[src/rtl/core/ipl4ck_pkg.sv]
// Shared types, constants and the end-around-carry adder for the IPv4/L4 checksum engine.
`default_nettype none

package ipl4ck_pkg;

  // Request carried on the packet channel
  typedef struct packed {
    logic [15:0] data_word;
    logic        last_word;
  } in_req_t;

  // Request carried on the result channel
  typedef struct packed {
    logic [15:0] ip_checksum;
    logic [15:0] l4_checksum;
    logic [1:0]  l4_kind;
    logic [1:0]  status;
  } out_req_t;

  // Per-packet totals handed from the accumulator to the finish stage
  typedef struct packed {
    logic [15:0] header_sum;
    logic [15:0] segment_sum;
    logic [3:0]  header_words;
    logic [15:0] total_bytes;
    logic [7:0]  proto_byte;
    logic [15:0] words;
  } snap_t;

  localparam logic [1:0] KIND_NONE = 2'd0;
  localparam logic [1:0] KIND_TCP  = 2'd1;
  localparam logic [1:0] KIND_UDP  = 2'd2;

  localparam logic [1:0] ST_OK        = 2'd0;
  localparam logic [1:0] ST_TRUNCATED = 2'd1;
  localparam logic [1:0] ST_BAD_LEN   = 2'd2;

  localparam logic [7:0] PROTO_TCP = 8'd6;
  localparam logic [7:0] PROTO_UDP = 8'd17;

  // Segment word index of the L4 check field
  localparam logic [15:0] TCP_CHECK_WORD = 16'd8;
  localparam logic [15:0] UDP_CHECK_WORD = 16'd3;

  // Header word positions
  localparam logic [15:0] IHL_IDX        = 16'd0;
  localparam logic [15:0] TOTLEN_IDX     = 16'd1;
  localparam logic [15:0] PROTO_IDX      = 16'd4;
  localparam logic [15:0] HDR_CHECK_IDX  = 16'd5;
  localparam logic [15:0] ADDR_FIRST_IDX = 16'd6;
  localparam logic [15:0] ADDR_LAST_IDX  = 16'd9;

  localparam logic [3:0]  MIN_IHL        = 4'd5;
  localparam logic [4:0]  HLEN_DEFAULT   = 5'd10;
  localparam logic [15:0] WORD_COUNT_MAX = 16'hffff;
  localparam logic [15:0] CK_ALL_ONES    = 16'hffff;

  function automatic logic [15:0] oc_add(input logic [15:0] a, input logic [15:0] b);
    logic [16:0] s;
    s = {1'b0, a} + {1'b0, b};
    return s[15:0] + {15'd0, s[16]};
  endfunction

endpackage

`default_nettype wire

[src/rtl/core/ipl4ck_accum.sv]
// Input register and per-packet running sums of the IPv4/L4 checksum engine.
`default_nettype none

module ipl4ck_accum
  import ipl4ck_pkg::*;
(
  input  wire logic    clk,
  input  wire logic    rst,
  input  wire logic    pkt_valid,
  output logic         pkt_stall,
  input  wire in_req_t pkt,
  output logic         snap_valid,
  input  wire logic    snap_stall,
  output snap_t        snap
);

  logic        a_valid;
  in_req_t     a_req;
  logic        a_adv;
  logic        a_load;

  logic [15:0] word_count, word_count_next;
  logic [15:0] header_sum, header_sum_next;
  logic [15:0] segment_sum, segment_sum_next;
  logic [3:0]  header_words, header_words_next;
  logic [15:0] total_bytes, total_bytes_next;
  logic [7:0]  proto_byte, proto_byte_next;

  logic [4:0]  hlen;
  logic        in_header;
  logic [16:0] off;
  logic        in_seg;
  logic        odd_tail;
  logic [15:0] seg_idx;
  logic [15:0] seg_word;
  logic [15:0] w;

  // A last word needs the finish stage free; other words advance at once
  assign a_adv      = a_valid && (!a_req.last_word || !snap_stall);
  assign pkt_stall  = a_valid && !a_adv;
  assign a_load     = pkt_valid && !pkt_stall;
  assign snap_valid = a_valid && a_req.last_word;
  assign w          = a_req.data_word;

  always_comb begin
    header_words_next = (word_count == IHL_IDX)    ? w[11:8] : header_words;
    total_bytes_next  = (word_count == TOTLEN_IDX) ? w       : total_bytes;
    proto_byte_next   = (word_count == PROTO_IDX)  ? w[7:0]  : proto_byte;

    hlen      = (header_words_next >= MIN_IHL) ? {header_words_next, 1'b0} : HLEN_DEFAULT;
    in_header = word_count < {11'd0, hlen};
    off       = {word_count, 1'b0};
    in_seg    = off < {1'b0, total_bytes_next};
    odd_tail  = (off + 17'd1) == {1'b0, total_bytes_next};
    seg_idx   = word_count - {11'd0, hlen};

    seg_word = odd_tail ? {w[15:8], 8'h00} : w;
    if ((proto_byte_next == PROTO_TCP && seg_idx == TCP_CHECK_WORD) ||
        (proto_byte_next == PROTO_UDP && seg_idx == UDP_CHECK_WORD)) begin
      seg_word = '0;
    end

    header_sum_next  = header_sum;
    segment_sum_next = segment_sum;
    word_count_next  = word_count;
    if (word_count != WORD_COUNT_MAX) begin
      if (in_header) begin
        if (word_count != HDR_CHECK_IDX) begin
          header_sum_next = oc_add(header_sum, w);
        end
        if (word_count >= ADDR_FIRST_IDX && word_count <= ADDR_LAST_IDX) begin
          segment_sum_next = oc_add(segment_sum, w);
        end
      end else if (in_seg) begin
        segment_sum_next = oc_add(segment_sum, seg_word);
      end
      word_count_next = word_count + 16'd1;
    end

    snap.header_sum   = header_sum_next;
    snap.segment_sum  = segment_sum_next;
    snap.header_words = header_words_next;
    snap.total_bytes  = total_bytes_next;
    snap.proto_byte   = proto_byte_next;
    snap.words        = word_count_next;
  end

  always_ff @(posedge clk) begin
    if (rst) begin
      a_valid <= 1'b0;
    end else if (a_load) begin
      a_valid <= 1'b1;
    end else if (a_adv) begin
      a_valid <= 1'b0;
    end
  end

  always_ff @(posedge clk) begin
    if (a_load) begin
      a_req <= pkt;
    end
  end

  // Clear all packet state after the last word
  always_ff @(posedge clk) begin
    if (rst) begin
      word_count   <= '0;
      header_sum   <= '0;
      segment_sum  <= '0;
      header_words <= '0;
      total_bytes  <= '0;
      proto_byte   <= '0;
    end else if (a_adv) begin
      if (a_req.last_word) begin
        word_count   <= '0;
        header_sum   <= '0;
        segment_sum  <= '0;
        header_words <= '0;
        total_bytes  <= '0;
        proto_byte   <= '0;
      end else begin
        word_count   <= word_count_next;
        header_sum   <= header_sum_next;
        segment_sum  <= segment_sum_next;
        header_words <= header_words_next;
        total_bytes  <= total_bytes_next;
        proto_byte   <= proto_byte_next;
      end
    end
  end

`ifndef ASSERT_OFF
  a_clear_after_last: assert property (@(posedge clk) disable iff (rst)
    (a_adv && a_req.last_word) |=> (word_count == '0 && header_sum == '0 &&
                                    segment_sum == '0))
    else $error("packet state not cleared after last word");
`endif

endmodule

`default_nettype wire

[src/rtl/core/ipl4ck_finish.sv]
// Finish stage: holds packet totals, forms checksums and status, drives the result register.
`default_nettype none

module ipl4ck_finish
  import ipl4ck_pkg::*;
(
  input  wire logic  clk,
  input  wire logic  rst,
  input  wire logic  snap_valid,
  output logic       snap_stall,
  input  wire snap_t snap,
  output logic       res_valid,
  input  wire logic  res_stall,
  output out_req_t   res
);

  logic        f_valid;
  snap_t       f;
  logic        f_adv;
  logic        f_load;

  logic [5:0]  hbytes;
  logic [1:0]  kind;
  logic [1:0]  status;
  logic [15:0] s1;
  logic [15:0] s2;
  logic [15:0] l4;
  out_req_t    res_next;

  assign f_adv      = f_valid && (!res_valid || !res_stall);
  assign snap_stall = f_valid && !f_adv;
  assign f_load     = snap_valid && !snap_stall;

  always_comb begin
    hbytes = {f.header_words, 2'b00};

    unique case (f.proto_byte)
      PROTO_TCP: kind = KIND_TCP;
      PROTO_UDP: kind = KIND_UDP;
      default:   kind = KIND_NONE;
    endcase

    priority if (f.words < 16'd2) begin
      status = ST_TRUNCATED;
    end else if (f.header_words < MIN_IHL || f.total_bytes < {10'd0, hbytes}) begin
      status = ST_BAD_LEN;
    end else if ({f.words, 1'b0} < {1'b0, f.total_bytes}) begin
      status = ST_TRUNCATED;
    end else begin
      status = ST_OK;
    end

    if (status == ST_BAD_LEN) begin
      kind = KIND_NONE;
    end

    // Fold in the pseudo header: protocol and L4 length
    s1 = oc_add(f.segment_sum, {8'd0, f.proto_byte});
    s2 = oc_add(s1, f.total_bytes - {10'd0, hbytes});
    l4 = ~s2;
    if (kind == KIND_NONE) begin
      l4 = '0;
    end else if (kind == KIND_UDP && l4 == '0) begin
      l4 = CK_ALL_ONES;
    end

    res_next.ip_checksum = ~f.header_sum;
    res_next.l4_checksum = l4;
    res_next.l4_kind     = kind;
    res_next.status      = status;
  end

  always_ff @(posedge clk) begin
    if (rst) begin
      f_valid <= 1'b0;
    end else if (f_load) begin
      f_valid <= 1'b1;
    end else if (f_adv) begin
      f_valid <= 1'b0;
    end
  end

  always_ff @(posedge clk) begin
    if (f_load) begin
      f <= snap;
    end
  end

  always_ff @(posedge clk) begin
    if (rst) begin
      res_valid <= 1'b0;
    end else if (f_adv) begin
      res_valid <= 1'b1;
    end else if (!res_stall) begin
      res_valid <= 1'b0;
    end
  end

  always_ff @(posedge clk) begin
    if (f_adv) begin
      res <= res_next;
    end
  end

`ifndef ASSERT_OFF
  a_hold_totals: assert property (@(posedge clk) disable iff (rst)
    (f_valid && !f_adv) |=> (f_valid && $stable(f)))
    else $error("pending packet totals lost or changed");

  a_none_zero: assert property (@(posedge clk) disable iff (rst)
    (res_valid && res.l4_kind == KIND_NONE) |-> (res.l4_checksum == '0))
    else $error("L4 checksum nonzero without L4 protocol");

  a_bad_len_kind: assert property (@(posedge clk) disable iff (rst)
    (res_valid && res.status == ST_BAD_LEN) |-> (res.l4_kind == KIND_NONE))
    else $error("bad header lengths reported with L4 protocol");
`endif

endmodule

`default_nettype wire

[src/rtl/core/ipv4_l4_checksum_engine.sv]
// Top level of the IPv4 header and TCP/UDP checksum engine.
//
//   channel | dir | handshake              | request
//   --------+-----+------------------------+-------------------------------------------
//   pkt     | in  | pkt_valid / pkt_stall  | data_word (16), last_word (1)
//   res     | out | res_valid / res_stall  | ip_checksum, l4_checksum, l4_kind, status
//
// One packet word is taken every cycle unless pkt_stall is high; the running sums
// use one end-around-carry add per word in the accumulator, behind a one-word input
// register. After its last word is accepted, a result passes through the input
// register, the packet-totals register and the result register.
// Reset (rst, synchronous) empties all three registers and clears the packet state.
// A stalled result holds in its register while the totals register and the input
// register keep filling; pkt_stall rises only when a last word finds both full.
`default_nettype none

module ipv4_l4_checksum_engine
  import ipl4ck_pkg::*;
(
  input  wire logic    clk,
  input  wire logic    rst,
  input  wire logic    pkt_valid,
  output logic         pkt_stall,
  input  wire in_req_t pkt,
  output logic         res_valid,
  input  wire logic    res_stall,
  output out_req_t     res
);

  // Packet totals travel from the accumulator to the finish stage on the last word
  logic  snap_valid;
  logic  snap_stall;
  snap_t snap;

  // Register each word and advance the header and segment sums
  ipl4ck_accum u_accum (
    .clk        (clk),
    .rst        (rst),
    .pkt_valid  (pkt_valid),
    .pkt_stall  (pkt_stall),
    .pkt        (pkt),
    .snap_valid (snap_valid),
    .snap_stall (snap_stall),
    .snap       (snap)
  );

  // Add the pseudo header, complement, and hold the result until taken
  ipl4ck_finish u_finish (
    .clk        (clk),
    .rst        (rst),
    .snap_valid (snap_valid),
    .snap_stall (snap_stall),
    .snap       (snap),
    .res_valid  (res_valid),
    .res_stall  (res_stall),
    .res        (res)
  );

endmodule

`default_nettype wire

[config.mk]
export PLATFORM = sky130hd
export DESIGN_NAME = ipv4_l4_checksum_engine
export DESIGN_NICKNAME = d
export VERILOG_FILES = /design/src/rtl/core/ipl4ck_pkg.sv /design/src/rtl/core/ipl4ck_accum.sv /design/src/rtl/core/ipl4ck_finish.sv /design/src/rtl/core/ipv4_l4_checksum_engine.sv
export SDC_FILE = /design/constraint.sdc
export NUM_CORES = 1
export LEC_CHECK = 0
export BUFFER_PORTS_ARGS = -buffer_cell sky130_fd_sc_hd__buf_2
export CAP_MARGIN = 10
export CORE_ASPECT_RATIO = 0.8
export CORE_MARGIN = 4
export CORE_UTILIZATION = 25
export CTS_BUF_LIST = sky130_fd_sc_hd__clkbuf_16
export CTS_CLUSTER_DIAMETER = 50
export DETAILED_ROUTE_END_ITERATION = 7
export MAX_ROUTING_LAYER = met4
export PLACE_DENSITY = 0.35
export SLEW_MARGIN = 20
export SYNTH_ARGS = -nofsm -noshare
export SYNTH_HDL_FRONTEND = slang
export SYNTH_SLANG_ARGS = --single-unit
[constraint.sdc]
create_clock -name clk -period 10.55 [get_ports clk]
set_input_delay 1.055 -clock clk [delete_from_list [all_inputs] [get_ports clk]]
set_output_delay 1.055 -clock clk [all_outputs]
set_load 0.01 [all_outputs]
==> results.txt <==
The run finished with clean final reports. After synthesis, the largest area contributor takes up 24.96% of total cell area. Setup violations remaining at the end of the flow were counted as 0.

Setup slack of the worst register-to-register path: 1.63 ns. Global routing finished with a remaining overflow of 0. Dividing total power by cell area gives a power density of 139.6 nW/um^2.

The maximum fanout encountered on the critical timing path came out at 16. The die is 286.6 um wide. The critical path contains buffers and inverters numbering 3 combined.

The setup TNS came out at 0 ns. In this design, the largest share of critical-path delay is due to compound AO/OA/AOI/OAI gates. The share of async-settable or async-resettable flops after synthesis was 0%; the number of core rows was 81. Of the available clock period, the critical path in the final layout requires 84.54%. The synthesized design contains 129 enable-type register cells. For the worst vdd rail ir drop, the log shows 0.08527 mV.

The count of final max-slew check failures came out at 0. The path class of the tightest hold or removal check is reg -> reg. In this run the most critical hold path is launched from u_accum.header_sum[7]. After layout, the worst setup slack is 1.631 ns. Cells fill 29.03% of the core in the end. Full die area: 66150 sq um. DRC violations left: 0.

In this run the count of I/O pins placed on the die edge is 59. The number of antenna violations at the first check in global routing was 3. The number of setup buffers added after CTS is 0. The length in cells of the worst reg-to-reg path is 36, and the total leakage power is 0.006783 uW. For this run, the number of standard cells in the final layout without fillers is 2593. Counting every net in the synthesized netlist gives 1843. Buffers placed on the I/O ports in this run total 58. The clock net sink count is 208, and the hold violation count in the final report is 0. Of the cells placed in the final design, the portion with a size suffix greater than 1 is 12.23%.

The logs give 1885 for the number of nets in the layout and 0.8362 for the global placer's final weighted congestion. The floorplan step defined a core boundary enclosing 61320 sq um. The pin count of the biggest net entering global routing was 68; the count of yosys warnings during synthesis was 0. For the worst slack at placement, the log shows 1.538 ns. At the worst endpoint, the arrival time is 9.18 ns.

The setup path with the least slack is of type reg -> reg. For this run, the total global-route usage over all layers was measured as 16.18%. The headroom to the max-slew limit was 26.21%. The count of routing violations after the opening detailed-route iteration is 1121, and the post-CTS clock slew at the launch and capture registers of the worst setup and hold paths is 0.06 ns.

The number of violations of the max-capacitance limit came out at 0. The capture instance of the worst register-to-register path is u_finish.f[54]. The initial utilization of the core area, before any placement, comes to 25.31%. The largest single stage delay on the critical path is 0.64 ns. The run gives 2 as the H-tree level count.

TritonCTS built the clock tree. In this run the critical register-to-register path is launched from u_accum.word_count[12]. The number of hold buffers added after CTS was 0. Post-CTS repair changed the size of 0 cells. In this run the deepest clock path goes through 3 buffers. Data on the critical path is required at its endpoint by 10.81 ns. Counting the fill cells in the layout gives 6489. Across the routed clock network, the largest skew measured is 0.03351 ns. The most used standard cell by instance count after synthesis is sky130_fd_sc_hd__nor2_1. The slew at the pin with the worst max-slew slack was 1.099 ns. Among all flip-flop cells after synthesis, the most frequent one is sky130_fd_sc_hd__edfxtp_1.

The count of antenna-violating nets left after detailed routing came out at 0. After synthesis, the cell types taking the most area are sky130_fd_sc_hd__edfxtp_1, sky130_fd_sc_hd__dfxtp_1, sky130_fd_sc_hd__ha_1, sky130_fd_sc_hd__xnor2_1, sky130_fd_sc_hd__nor2_1. Number of distinct library cells after synthesis: 107.

Once placement completed, the tool counted placed cells totaling 2527. The routed layout has 13110 vias. The post-layout minimum cycle time came out at 8.919 ns. The total clock buffers created by CTS is 34, and the area growth from synthesis to final layout is 14.69%. In this run, synthesis produced a sequential element count of 208. The total standard cell area after synthesis is 15520 sq um, and the die height is 230.8 um. Derived from the worst setup path, the maximum achievable clock frequency is 112.1 MHz. Setup repair after global routing left no endpoint under its margin. Portion of the post-synthesis area used by sequential elements: 35.15%. The worst setup path is captured at a register. The later pin in the worst-skew pair is clocked with a latency of 0.54 ns. Along the worst hold path, the cell count comes to 2. On the critical path, the stage with the largest delay is an instance of sky130_fd_sc_hd__or4_1.

The largest total area in the synthesized netlist belongs to sky130_fd_sc_hd__edfxtp_1. The logs give 12370 for the via count of the first global-routing pass and 79380 um for the first-pass GRT wire length. The tools report the library cell used as clock root buffer as sky130_fd_sc_hd__clkbuf_16. Summed over all nets, the half-perimeter wirelength after detailed placement is 40740 um. The average routed wire per standard cell came out at 20.40 um. In the synthesized netlist, the cells that appear most often are sky130_fd_sc_hd__nor2_1, sky130_fd_sc_hd__edfxtp_1, sky130_fd_sc_hd__ha_1. The average instance in the mapped netlist occupies 9.177 sq um. The pre-antenna-repair detailed-routing pass consisted of 5 iterations. The via-per-instance ratio was 5.054. Synthesis produced a netlist whose cell count is 1691. STA classifies the critical path startpoint as a register.

For this block, the routed nets add up to 52890 um of wire. The hold path endpoint is u_accum.header_sum[7].
-- worst max path at each step --
stage                            from  slack [ns]                      end  cells past startpoint
4_1_cts        u_accum.word_count[12]        1.46           u_finish.f[54]                     36
6_report       u_accum.word_count[12]        1.63           u_finish.f[54]                     36
3_3_place_gp   u_accum.word_count[12]        1.66           u_finish.f[54]                     36
5_1_grt        u_accum.word_count[12]        0.91           u_finish.f[54]                     36
2_1_floorplan  u_accum.word_count[12]        2.96  u_accum.segment_sum[14]                     38
3_5_place_dp   u_accum.word_count[12]        1.54           u_finish.f[54]                     33
-- per-stage QoR --
step	power [uW]	cell area [sq um]	hold slack, ns
floorplan	1288	15520	0.4495
global placement	1436	16700	0.4620
detailed placement	1431	16700	0.4764
CTS	2527	17780	0.4863
global route	2615	17790	0.5175
finish	2485	17800	0.4799
-- final cells by class --
type	instances	area (sq um)	share of cell area, %
Sequential cell	208	5455	30.65
Clock buffer	35	875.8	4.921
Tap cell	830	1039	5.835
Inverter	97	364.1	2.046
Timing Repair Buffer	71	387.9	2.179
Antenna cell	5	12.51	0.07030
Multi-Input combinational cell	1321	9458	53.14
Clock inverter	26	206.4	1.160
-- worst reg2reg max path: cells and delay by family, from the launching register on --
family	cells	cell delay [ns]
flops	1	0.38
mux	1	0.41
simple gates	11	2.85
compound gates	15	3.30
xor+xnor	2	0.20
buf+inv	3	0.30
fa+ha+maj	4	1.23
-- kinds of logic after synthesis --
kind of cell	count (synthesis)	share of synthesized area [%]
xor+xnor	128	7.321
flops	208	35.15
fa+ha+maj	131	10.90
compound gates	426	19.41
simple gates	599	20.51
buf+inv	162	4.128
mux	37	2.580
-- cells in the final DEF (no fill, tap or decap), types with 20 or more instances in the layout --
master / synthesis / routed
sky130_fd_sc_hd__a211oi_1: 20 / 20
sky130_fd_sc_hd__a21o_1: 29 / 29
sky130_fd_sc_hd__a21oi_1: 73 / 73
sky130_fd_sc_hd__a22oi_1: 53 / 53
sky130_fd_sc_hd__and2_1: 24 / 24
sky130_fd_sc_hd__and3_1: 28 / 28
sky130_fd_sc_hd__buf_2: 5 / 58
sky130_fd_sc_hd__clkbuf_16: 0 / 35
sky130_fd_sc_hd__dfxtp_1: 79 / 79
sky130_fd_sc_hd__edfxtp_1: 129 / 129
sky130_fd_sc_hd__ha_1: 124 / 124
sky130_fd_sc_hd__inv_1: 96 / 101
sky130_fd_sc_hd__mux2_2: 24 / 24
sky130_fd_sc_hd__nand2_1: 97 / 96
sky130_fd_sc_hd__nand3_1: 60 / 60
sky130_fd_sc_hd__nand4_1: 26 / 26
sky130_fd_sc_hd__nor2_1: 148 / 146
sky130_fd_sc_hd__nor3_1: 55 / 55
sky130_fd_sc_hd__nor4_1: 23 / 23
sky130_fd_sc_hd__o21a_1: 21 / 21
sky130_fd_sc_hd__o21ai_0: 78 / 78
sky130_fd_sc_hd__or3_1: 23 / 23
sky130_fd_sc_hd__xnor2_1: 82 / 82
sky130_fd_sc_hd__xor2_1: 44 / 44
-- report_power, final --
group | internal (uW) | switching (uW) | total (uW)
Clock | 639 | 431 | 1070
Combinational | 179 | 307 | 486
Sequential | 892 | 37.0 | 929
Total | 1710 | 776 | 2490
-- sequential cells by signal, summed over array words and instances, names as in the netlist, 4 cells and up --
name and cells:
u_finish.f 76, u_finish.res 36, u_accum.header_sum 16, u_accum.segment_sum 16, u_accum.total_bytes 16, u_accum.w 16, u_accum.word_count 16, u_accum.proto_byte 8
u_accum.header_words 4
-- layer usage --
layer	vias to the layer above	part of all wire [%]	global-route usage, %	wire length [um]
met2	295	39	21.85	20760
li1	6440	-	-	-
met4	0	1.4	3.041	756
met5	-	0	-	0
met3	53	5.4	2.902	2871
met1	6318	54	24.92	28500
Note: power is estimated with default switching activity, not from simulation.
